[config.mk]
export PLATFORM = sky130hd
export DESIGN_NAME = joint_pd_duty_controller
export DESIGN_NICKNAME = d
export VERILOG_FILES = /design/src/design/jpd_pkg.sv /design/src/design/jpd_ctrl.sv /design/src/design/jpd_datapath.sv /design/src/design/joint_pd_duty_controller.sv
export SDC_FILE = /design/constraint.sdc
export NUM_CORES = 2
export LEC_CHECK = 0
export ABC_CLOCK_PERIOD_IN_PS = 24000
export BUFFER_PORTS_ARGS = -buffer_cell sky130_fd_sc_hd__buf_2
export CAP_MARGIN = 40
export CORE_MARGIN = 10
export CORE_UTILIZATION = 25
export DETAILED_ROUTE_END_ITERATION = 6
export SYNTH_ARGS = -nofsm -noshare
export SYNTH_HDL_FRONTEND = slang
export SYNTH_SLANG_ARGS = --single-unit
[constraint.sdc]
create_clock -name clk -period 24 [get_ports clk]
set_clock_uncertainty 0.05 [all_clocks]
set_input_delay 7.2 -clock clk [delete_from_list [all_inputs] [get_ports clk]]
set_output_delay 7.2 -clock clk [all_outputs]
set_load 0.05 [all_outputs]
[src/design/jpd_pkg.sv]
// ----------------------------------------------------------------------------
// jpd_pkg
// Shared types and constants for the joint PD duty controller: item codes,
// fixed-point scaling constants and the controller/datapath command bundle.
// ----------------------------------------------------------------------------
package jpd_pkg;

	// Number of joints and the index width needed to address them
	localparam int JOINTS = 12;
	localparam int JW     = (JOINTS > 1) ? $clog2(JOINTS) : 1;

	// Field widths of one item
	localparam int MODE_W  = 3;
	localparam int JOINT_W = 4;
	localparam int POS_W   = 16;
	localparam int DUTY_W  = 11;
	localparam int GAIN_W  = 16;

	// Configuration register indexes
	localparam int CFG_IDX_W = 1;
	localparam logic [CFG_IDX_W-1:0] REG_PROP_GAIN  = 1'd0;
	localparam logic [CFG_IDX_W-1:0] REG_DERIV_GAIN = 1'd1;
	localparam logic [GAIN_W-1:0] PROP_GAIN_RST  = 16'd256;
	localparam logic [GAIN_W-1:0] DERIV_GAIN_RST = 16'd1280;

	// Item kinds
	localparam logic [MODE_W-1:0] MODE_SAMPLE   = 3'd0;
	localparam logic [MODE_W-1:0] MODE_TARGET   = 3'd1;
	localparam logic [MODE_W-1:0] MODE_POSITION = 3'd2;
	localparam logic [MODE_W-1:0] MODE_CUR_KEEP = 3'd3;
	localparam logic [MODE_W-1:0] MODE_CUR_DUTY = 3'd4;

	// Torque (20 fraction bits) to tenths of a percent: 58750 / (37 * 2^20)
	localparam longint SCALE_NUM  = 58750;
	localparam longint SCALE_DEN  = 37;
	localparam int     FRAC_SHIFT = 20;
	// Smallest torque magnitude whose scaled duty reaches the limit
	localparam longint DUTY_LIMIT = 700;
	localparam longint SAT_MAG =
		(DUTY_LIMIT * SCALE_DEN * (64'sd1 <<< FRAC_SHIFT) + SCALE_NUM - 1) / SCALE_NUM;
	// Division by 37 as a multiplication by a rounded-up reciprocal
	localparam int     RECIP_SHIFT = 21;
	localparam longint RECIP_MUL   = ((64'sd1 <<< RECIP_SHIFT) + SCALE_DEN - 1) / SCALE_DEN;
	localparam int     PCT_LIMIT   = 70;

	// Width of the unsigned magnitude fed to the scaling step and of the quotient
	localparam int MAG_W = 19;
	localparam int QUO_W = 15;
	localparam int ACC_W = 36;

	// Shared multiplier operations
	typedef enum logic [2:0] {
		OP_NONE,
		OP_PROP,
		OP_DERIV,
		OP_ABS,
		OP_SCALE,
		OP_RECIP
	} mul_op_t;

	// Controller to datapath
	typedef struct packed {
		logic    load;
		logic    exec;
		mul_op_t op;
		logic    emit_pd;
		logic    emit_held;
	} jpd_cmd_t;

	// Datapath to controller
	typedef struct packed {
		logic sample_ok;
		logic joint_cur;
		logic out_free;
	} jpd_sts_t;

endpackage

[src/design/jpd_ctrl.sv]
// ----------------------------------------------------------------------------
// jpd_ctrl
// Sequencer: takes one item, lets the datapath apply it, steps the shared
// multiplier through the PD computation when needed and outputs any result.
// ----------------------------------------------------------------------------
module jpd_ctrl
	import jpd_pkg::*;
(
	input  logic     clk,
	input  logic     arst_n,
	input  logic     s_tvalid,
	output logic     s_tready,
	input  jpd_sts_t sts,
	output jpd_cmd_t cmd
);

	typedef enum logic [3:0] {
		ST_IDLE,
		ST_EXEC,
		ST_PROP,
		ST_DERIV,
		ST_ABS,
		ST_SCALE,
		ST_RECIP,
		ST_EMIT_PD,
		ST_EMIT_HELD
	} state_t;

	state_t state_q;

	assign s_tready = (state_q == ST_IDLE);

	// Decode commands from the current state
	always_comb begin
		cmd = '0;
		cmd.op = OP_NONE;
		unique case (state_q)
			ST_IDLE:      cmd.load = s_tvalid;
			ST_EXEC:      cmd.exec = 1'b1;
			ST_PROP:      cmd.op = OP_PROP;
			ST_DERIV:     cmd.op = OP_DERIV;
			ST_ABS:       cmd.op = OP_ABS;
			ST_SCALE:     cmd.op = OP_SCALE;
			ST_RECIP:     cmd.op = OP_RECIP;
			ST_EMIT_PD:   cmd.emit_pd = sts.out_free;
			ST_EMIT_HELD: cmd.emit_held = sts.out_free;
			default:      cmd.op = OP_NONE;
		endcase
	end

	// Advance the sequence
	always_ff @(posedge clk or negedge arst_n) begin
		if (!arst_n) begin
			state_q <= ST_IDLE;
		end else begin
			unique case (state_q)
				ST_IDLE: begin
					if (s_tvalid) state_q <= ST_EXEC;
				end
				ST_EXEC: begin
					if (!sts.sample_ok) state_q <= ST_IDLE;
					else if (sts.joint_cur) state_q <= ST_EMIT_HELD;
					else state_q <= ST_PROP;
				end
				ST_PROP:  state_q <= ST_DERIV;
				ST_DERIV: state_q <= ST_ABS;
				ST_ABS:   state_q <= ST_SCALE;
				ST_SCALE: state_q <= ST_RECIP;
				ST_RECIP: state_q <= ST_EMIT_PD;
				ST_EMIT_PD, ST_EMIT_HELD: begin
					if (sts.out_free) state_q <= ST_IDLE;
				end
				default: state_q <= ST_IDLE;
			endcase
		end
	end

endmodule

[src/design/jpd_datapath.sv]
// ----------------------------------------------------------------------------
// jpd_datapath
// Per-joint state, gain registers, the shared multiplier with its accumulator,
// duty scaling and saturation, and the output register.
// ----------------------------------------------------------------------------
module jpd_datapath
	import jpd_pkg::*;
(
	input  logic                 clk,
	input  logic                 arst_n,
	input  jpd_cmd_t             cmd,
	output jpd_sts_t             sts,
	input  logic [23:0]          s_tdata,
	input  logic [MODE_W-1:0]    s_tuser,
	output logic                 m_tvalid,
	input  logic                 m_tready,
	output logic [15:0]          m_tdata,
	output logic [0:0]           m_tuser,
	input  logic                 cfg_we,
	input  logic [CFG_IDX_W-1:0] cfg_index,
	input  logic [GAIN_W-1:0]    cfg_data
);

	// Item held for the duration of its work
	logic [MODE_W-1:0]       mode_q;
	logic [JOINT_W-1:0]      joint_q;
	logic signed [POS_W-1:0] value_q;
	logic [JW-1:0]           jidx;
	logic                    item_ok;

	// Gains
	logic [GAIN_W-1:0] prop_gain_q;
	logic [GAIN_W-1:0] deriv_gain_q;

	// Per-joint state
	logic signed [POS_W-1:0]  target_q [JOINTS];
	logic signed [POS_W-1:0]  last_q   [JOINTS];
	logic signed [POS_W-1:0]  prev_q   [JOINTS];
	logic                     cur_q    [JOINTS];
	logic signed [DUTY_W-1:0] held_q   [JOINTS];

	// Arithmetic
	logic signed [POS_W:0]    err_q;
	logic signed [POS_W:0]    rate_q;
	logic signed [ACC_W-1:0]  acc_q;
	logic                     neg_q;
	logic                     sat_q;
	logic signed [19:0]       mul_a;
	logic [15:0]              mul_b;
	logic signed [36:0]       product;
	logic signed [ACC_W-1:0]  mag;
	logic signed [7:0]        pct;
	logic signed [DUTY_W-1:0] pct_x;
	logic signed [DUTY_W-1:0] duty_cmd;
	logic [DUTY_W-1:0]        pd_mag;
	logic signed [DUTY_W-1:0] pd_duty;

	// Output register
	logic                     out_valid_q;
	logic [JOINT_W-1:0]       out_joint_q;
	logic signed [DUTY_W-1:0] out_duty_q;
	logic                     out_cur_q;
	logic                     out_free;

	assign jidx    = JW'(joint_q);
	assign item_ok = ({2'b00, joint_q} < 6'(JOINTS)) && (mode_q <= MODE_CUR_DUTY);
	assign out_free = !out_valid_q || m_tready;

	assign sts.sample_ok = item_ok && (mode_q == MODE_SAMPLE);
	assign sts.joint_cur = cur_q[jidx];
	assign sts.out_free  = out_free;

	// Capture the item on transfer
	always_ff @(posedge clk) begin
		if (cmd.load) begin
			mode_q  <= s_tuser;
			joint_q <= s_tdata[3:0];
			value_q <= s_tdata[19:4];
		end
	end

	// Configuration writes
	always_ff @(posedge clk or negedge arst_n) begin
		if (!arst_n) begin
			prop_gain_q  <= PROP_GAIN_RST;
			deriv_gain_q <= DERIV_GAIN_RST;
		end else if (cfg_we) begin
			unique case (cfg_index)
				REG_PROP_GAIN:  prop_gain_q  <= cfg_data;
				REG_DERIV_GAIN: deriv_gain_q <= cfg_data;
				default:        prop_gain_q  <= prop_gain_q;
			endcase
		end
	end

	// Clamp a commanded duty to the percent limit and convert to tenths
	always_comb begin
		if (value_q > 16'sd70) pct = 8'(PCT_LIMIT);
		else if (value_q < -16'sd70) pct = -8'(PCT_LIMIT);
		else pct = value_q[7:0];
		pct_x    = {{(DUTY_W-8){pct[7]}}, pct};
		duty_cmd = (pct_x <<< 3) + (pct_x <<< 1);
	end

	// Select multiplier operands per step
	always_comb begin
		mul_a = '0;
		mul_b = '0;
		unique case (cmd.op)
			OP_PROP: begin
				mul_a = 20'(err_q);
				mul_b = prop_gain_q;
			end
			OP_DERIV: begin
				mul_a = 20'(rate_q);
				mul_b = deriv_gain_q;
			end
			OP_SCALE: begin
				mul_a = {1'b0, acc_q[MAG_W-1:0]};
				mul_b = 16'(SCALE_NUM);
			end
			OP_RECIP: begin
				mul_a = {5'b0, acc_q[FRAC_SHIFT+QUO_W-1:FRAC_SHIFT]};
				mul_b = 16'(RECIP_MUL);
			end
			OP_NONE, OP_ABS: begin
				mul_a = '0;
				mul_b = '0;
			end
			default: mul_a = '0;
		endcase
		product = mul_a * $signed({1'b0, mul_b});
		mag     = acc_q[ACC_W-1] ? -acc_q : acc_q;
	end

	// Step the accumulator
	always_ff @(posedge clk) begin
		unique case (cmd.op)
			OP_PROP:  acc_q <= product[ACC_W-1:0];
			OP_DERIV: acc_q <= acc_q - product[ACC_W-1:0];
			OP_ABS: begin
				neg_q <= acc_q[ACC_W-1];
				sat_q <= (mag >= ACC_W'(SAT_MAG));
				acc_q <= mag;
			end
			OP_SCALE: acc_q <= product[ACC_W-1:0];
			OP_RECIP: acc_q <= product[ACC_W-1:0];
			OP_NONE:  acc_q <= acc_q;
			default:  acc_q <= acc_q;
		endcase
	end

	// Saturate, then restore the sign
	always_comb begin
		pd_mag  = sat_q ? DUTY_W'(DUTY_LIMIT)
			: {1'b0, acc_q[RECIP_SHIFT+DUTY_W-2:RECIP_SHIFT]};
		pd_duty = neg_q ? -$signed(pd_mag) : $signed(pd_mag);
	end

	// Per-joint state updates
	always_ff @(posedge clk or negedge arst_n) begin
		if (!arst_n) begin
			for (int i = 0; i < JOINTS; i++) begin
				target_q[i] <= '0;
				last_q[i]   <= '0;
				prev_q[i]   <= '0;
				cur_q[i]    <= 1'b0;
				held_q[i]   <= '0;
			end
			err_q  <= '0;
			rate_q <= '0;
		end else begin
			if (cmd.exec && item_ok) begin
				unique case (mode_q)
					MODE_SAMPLE: begin
						last_q[jidx] <= value_q;
						if (!cur_q[jidx]) begin
							prev_q[jidx] <= value_q;
							err_q  <= 17'(target_q[jidx]) - 17'(value_q);
							rate_q <= 17'(value_q) - 17'(prev_q[jidx]);
						end
					end
					MODE_TARGET: target_q[jidx] <= value_q;
					MODE_POSITION: begin
						if (cur_q[jidx]) begin
							cur_q[jidx]    <= 1'b0;
							target_q[jidx] <= last_q[jidx];
							prev_q[jidx]   <= last_q[jidx];
						end
					end
					MODE_CUR_KEEP: cur_q[jidx] <= 1'b1;
					MODE_CUR_DUTY: begin
						cur_q[jidx]  <= 1'b1;
						held_q[jidx] <= duty_cmd;
					end
					default: cur_q[jidx] <= cur_q[jidx];
				endcase
			end
			// Keep the PD result as the joint's held duty
			if (cmd.emit_pd) held_q[jidx] <= pd_duty;
		end
	end

	// Output register: load a result, drop it once transferred
	always_ff @(posedge clk or negedge arst_n) begin
		if (!arst_n) begin
			out_valid_q <= 1'b0;
		end else if (cmd.emit_pd || cmd.emit_held) begin
			out_valid_q <= 1'b1;
		end else if (m_tready) begin
			out_valid_q <= 1'b0;
		end
	end

	always_ff @(posedge clk) begin
		if (cmd.emit_pd || cmd.emit_held) begin
			out_joint_q <= joint_q;
			out_duty_q  <= cmd.emit_pd ? pd_duty : held_q[jidx];
			out_cur_q   <= cmd.emit_held;
		end
	end

	assign m_tvalid = out_valid_q;
	assign m_tdata  = {1'b0, out_duty_q, out_joint_q};
	assign m_tuser  = out_cur_q;

endmodule

[src/design/joint_pd_duty_controller.sv]
// ----------------------------------------------------------------------------
// joint_pd_duty_controller
// PD position controller for a set of motor joints with duty saturation.
// ----------------------------------------------------------------------------
// Each transfer on the input carries one item for one joint. A sample item
// returns the joint's drive duty in tenths of a percent, clamped to +-70
// percent; command items (set target, position mode, current mode) return
// nothing. Items are handled one at a time through a single shared 20x16
// multiplier: a sample for a joint in position mode is loaded, updated, run
// through five accumulator steps and emitted, one for a joint in current mode
// is loaded, updated and emitted, and a command is loaded and updated. The
// result sits in an output register, so the next item is taken while it
// waits; a new result waits for that register to empty.
// ----------------------------------------------------------------------------
module joint_pd_duty_controller
	import jpd_pkg::*;
(
	input  logic                 clk,
	input  logic                 arst_n,
	// Input items
	input  logic                 s_tvalid,
	output logic                 s_tready,
	input  logic [23:0]          s_tdata,   // [3:0] joint, [19:4] value, [23:20] zero
	input  logic [MODE_W-1:0]    s_tuser,   // [2:0] mode
	// Result items
	output logic                 m_tvalid,
	input  logic                 m_tready,
	output logic [15:0]          m_tdata,   // [3:0] out_joint, [14:4] duty_tenths, [15] zero
	output logic [0:0]           m_tuser,   // [0] in_current_mode
	// Configuration writes
	input  logic                 cfg_we,
	input  logic [CFG_IDX_W-1:0] cfg_index,
	input  logic [GAIN_W-1:0]    cfg_data
);

	jpd_cmd_t cmd;
	jpd_sts_t sts;

	jpd_ctrl u_ctrl (
		.clk      (clk),
		.arst_n   (arst_n),
		.s_tvalid (s_tvalid),
		.s_tready (s_tready),
		.sts      (sts),
		.cmd      (cmd)
	);

	jpd_datapath u_datapath (
		.clk       (clk),
		.arst_n    (arst_n),
		.cmd       (cmd),
		.sts       (sts),
		.s_tdata   (s_tdata),
		.s_tuser   (s_tuser),
		.m_tvalid  (m_tvalid),
		.m_tready  (m_tready),
		.m_tdata   (m_tdata),
		.m_tuser   (m_tuser),
		.cfg_we    (cfg_we),
		.cfg_index (cfg_index),
		.cfg_data  (cfg_data)
	);

endmodule
==> run metrics <==
run status finished, final reports clean; part of the Yosys area used for sequential elements 39.3%; period utilisation layout 49.3%; most instantiated library cell after synthesis dfrtp_1; Critical R2R Capture u_datapath.acc_q[29]$_DFFE_PP_; overall die height 494 um; first-pass GRT wire length 251 mm; Worst Hold Endpoint u_datapath.last_q[57]$_DFFE_PN0P_; number of DRC markers in iteration 0 3028; WP buf/inv 5; total of buffers placed on input and output ports 62; clock latency reported for the late side of the worst-skew pair 0.75 ns; Synthesis Warnings 0; aggregate routed wire length 162 mm; total half-perimeter wirelength after legalization and detailed placement 115 mm; initial cell density of the core 25.1%; setup repair after global routing missed its margin false; hold_buf cts 0; cell taking the most area after synthesis dfrtp_1; count of endpoints failing setup in the final report 0; start of the worst register-to-register path u_ctrl.state_q[1]$_DFFE_PN0P_; row count 174; netlist area before placement 56200 sq um; number of clock sinks 868; core box area 224000 sq um; startpoint type of the worst setup path register; Cells on Worst Hold Path 2; number of cells traversed by the worst register-to-register path 37; most common cell type on the critical path fa_1; clock period minus final worst setup slack 11.83 ns; die width 494 um; Total Neg Setup Slack 0 ns; post-synthesis register bit count 868; Pwr per Cell Area 156 nW/um^2; final worst setup slack 12.17 ns; reg-to-reg setup timing slack 12.17 ns; Slew headroom 25.9%; post-route worst hold slack 0.427 ns; PnR Total Power 9.93 mW; boundary pin count 68; cell family contributing the most delay on the critical path adder cells; leak pwr 29.0 nW; maximum resistive drop on vdd 0.271 mV; number of violations of the max-capacitance limit 0; critical path class reg2reg; Setup Slack @ Placement 12.41 ns; syn_nets 5791; share of final-layout standard cells stronger than drive strength 1 19.9%; largest net degree at the start of global routing 188; Slowest-stage cell, CP dfrtp_1; number of pins with negative max-slew slack in the final report 0; final instance area 63800 sq um; post_cts resized 0; Critical Path Fanout Max 35; critical path capture point type register; average detailed-routed wire length per instance 19.5 um; clk slew on worst S/H paths 0.06 ns; number of library cell types mapped by synthesis 79; stage delay of the slowest cell on the critical path 0.72 ns; data arrival time of the critical path 12.27 ns; die area 244000 sq um; Overflow after GRT 0; total global routing track utilization 13.0%; mean number of vias per cell 4.83; final hold viol count 0; depth of the CTS H-tree 3; cell types with the highest counts after synthesis 788 x dfrtp_1, 739 x nand2_1, 467 x inv_1; post-CTS repair timing setup buffer count 0; post-route ant nets 0; number of antenna violations at the first check in global routing 5; number of buffers added by the clock tree synthesis step 92; via count of the routed design 40100; CTS Buffer Depth 3; startpoint of the worst hold path u_datapath.last_q[57]$_DFFE_PN0P_; top-area cell type share of the netlist area 35.1%; Worst Max-Slew Pin Slew 1.11 ns; number of enable-type register cells in the synthesized netlist 77; instance count of the mapped netlist 5266; final estimated routing congestion in global placement 0.873; Synth Flop Type dfrtp_1; highest achievable clock rate 0.0846 GHz; min-delay worst type reg2reg; Syn Area/Cell 10.7 sq um; CP Data Required Time 24.44 ns; area post-placement 60700 sq um; final net count 5762; CTS root buffer clkbuf_16; DR DRC count 0; clock tree from TritonCTS yes; area growth from synthesis to layout 13.5%; first-pass iteration count of the detailed router 5; share of async-settable or async-resettable flops after synthesis 91.1%; dominant cells by area after synthesis dfrtp_1 35%, fa_1 11%, mux2_2 9.1%; via count of the first global-routing pass 41300
## kinds of logic after synthesis
group	Yosys count	share of synthesized area, %
xor gates and xnor gates	120	1.89
buffers and inverters	808	5.41
adders and majority gates	487	15.1
AOI/OAI and AO/OA	911	9.73
other	1	0.00667
DFF	868	39.3
muxes	783	18.9
and+or+nand+nor	1288	9.67
## layer usage
layer	vias up	track usage [%]	part of all wire [%]
met2	1235	21.5	48
met1	20600	17.5	44
met4	4	3.60	2.6
li1	18000	-	-
met5	-	0	0.011
met3	258	2.20	6.3
## worst min-delay path: stages (launching register included)
cell     delay [ns]
dfrtp_1        0.34
nand2_1        0.04
o21ai_0        0.06
## metrics by stage
step           cells  utilization [%]
2_1_floorplan   5266                -
3_3_place_gp    8082             26.7
3_5_place_dp    8135             27.1
4_1_cts         8299             28.5
5_1_grt         8301             28.5
6_report        8301             28.5
## power breakdown
group | switching, mW | internal (mW)
combinational | 3.86 | 2.55
sequential | 0.206 | 1.83
clock | 0.635 | 0.847
## layout make-up
class / instances / area, sq um
fill: 23100 / 160000
multi-input combinational: 3590 / 31200
sequential: 868 / 22100
tap: 2992 / 3740
clock buffer: 137 / 2760
timing repair buffer: 217 / 1840
inverter: 468 / 1760
clock inverter: 27 / 387
antenna: 2 / 5.00
## registers in the layout, indices dropped and copies added, names as in the netlist
name                     count
u_datapath.held_q          132
u_datapath.target_q        192
u_datapath.neg_q             1
u_datapath.value_q          16
u_datapath.last_q          192
u_datapath.err_q            17
u_datapath.sat_q             1
u_datapath.cur_q            12
u_datapath.prev_q          192
u_datapath.m_tuser           1
u_datapath.out_duty_q       11
u_datapath.mode_q            3
u_datapath.deriv_gain_q     16
u_datapath.acc_q            36
u_datapath.m_tvalid          1
u_datapath.rate_q           17
u_datapath.jidx              4
u_datapath.prop_gain_q      16
u_datapath.out_joint_q       4
u_ctrl.state_q               4
## worst max-delay path by stage
stage | startpoint | end | slack (ns) | cells past startpoint
after floorplan | u_ctrl.state_q[1]$_DFFE_PN0P_ | u_datapath.acc_q[29]$_DFFE_PP_ | 13.63 | 40
after global placement | u_ctrl.state_q[1]$_DFFE_PN0P_ | u_datapath.acc_q[33]$_DFFE_PP_ | 12.35 | 34
after detailed placement | u_ctrl.state_q[1]$_DFFE_PN0P_ | u_datapath.acc_q[29]$_DFFE_PP_ | 12.41 | 37
after CTS | u_ctrl.state_q[1]$_DFFE_PN0P_ | u_datapath.acc_q[29]$_DFFE_PP_ | 12.34 | 37
after global routing | u_ctrl.state_q[1]$_DFFE_PN0P_ | u_datapath.acc_q[29]$_DFFE_PP_ | 11.60 | 36
final | u_ctrl.state_q[1]$_DFFE_PN0P_ | u_datapath.acc_q[29]$_DFFE_PP_ | 12.17 | 37
## cell usage in the layout (no fill, tap or decap), drive strengths merged, types with 12 or more instances in the layout
master / n
nand2b: 37
o21a: 13
clkinv: 18
nor3: 33
clkbuf: 137
o31ai: 36
ha: 156
nand2: 740
edfxtp: 77
nand3: 28
o221ai: 27
or4: 12
mux2: 455
or3: 14
a21oi: 132
a21boi: 15
a22oi: 39
dfrtp: 788
nor2: 307
inv: 473
mux2i: 150
nor2b: 30
nor4: 13
xor2: 52
a31oi: 17
o21ai: 460
a21o: 39
mux4: 178
buf: 217
a211oi: 27
and2: 28
o21bai: 14
fa: 320
xnor2: 67
o211ai: 16
No activity file was read; power rests on OpenSTA's default activity.
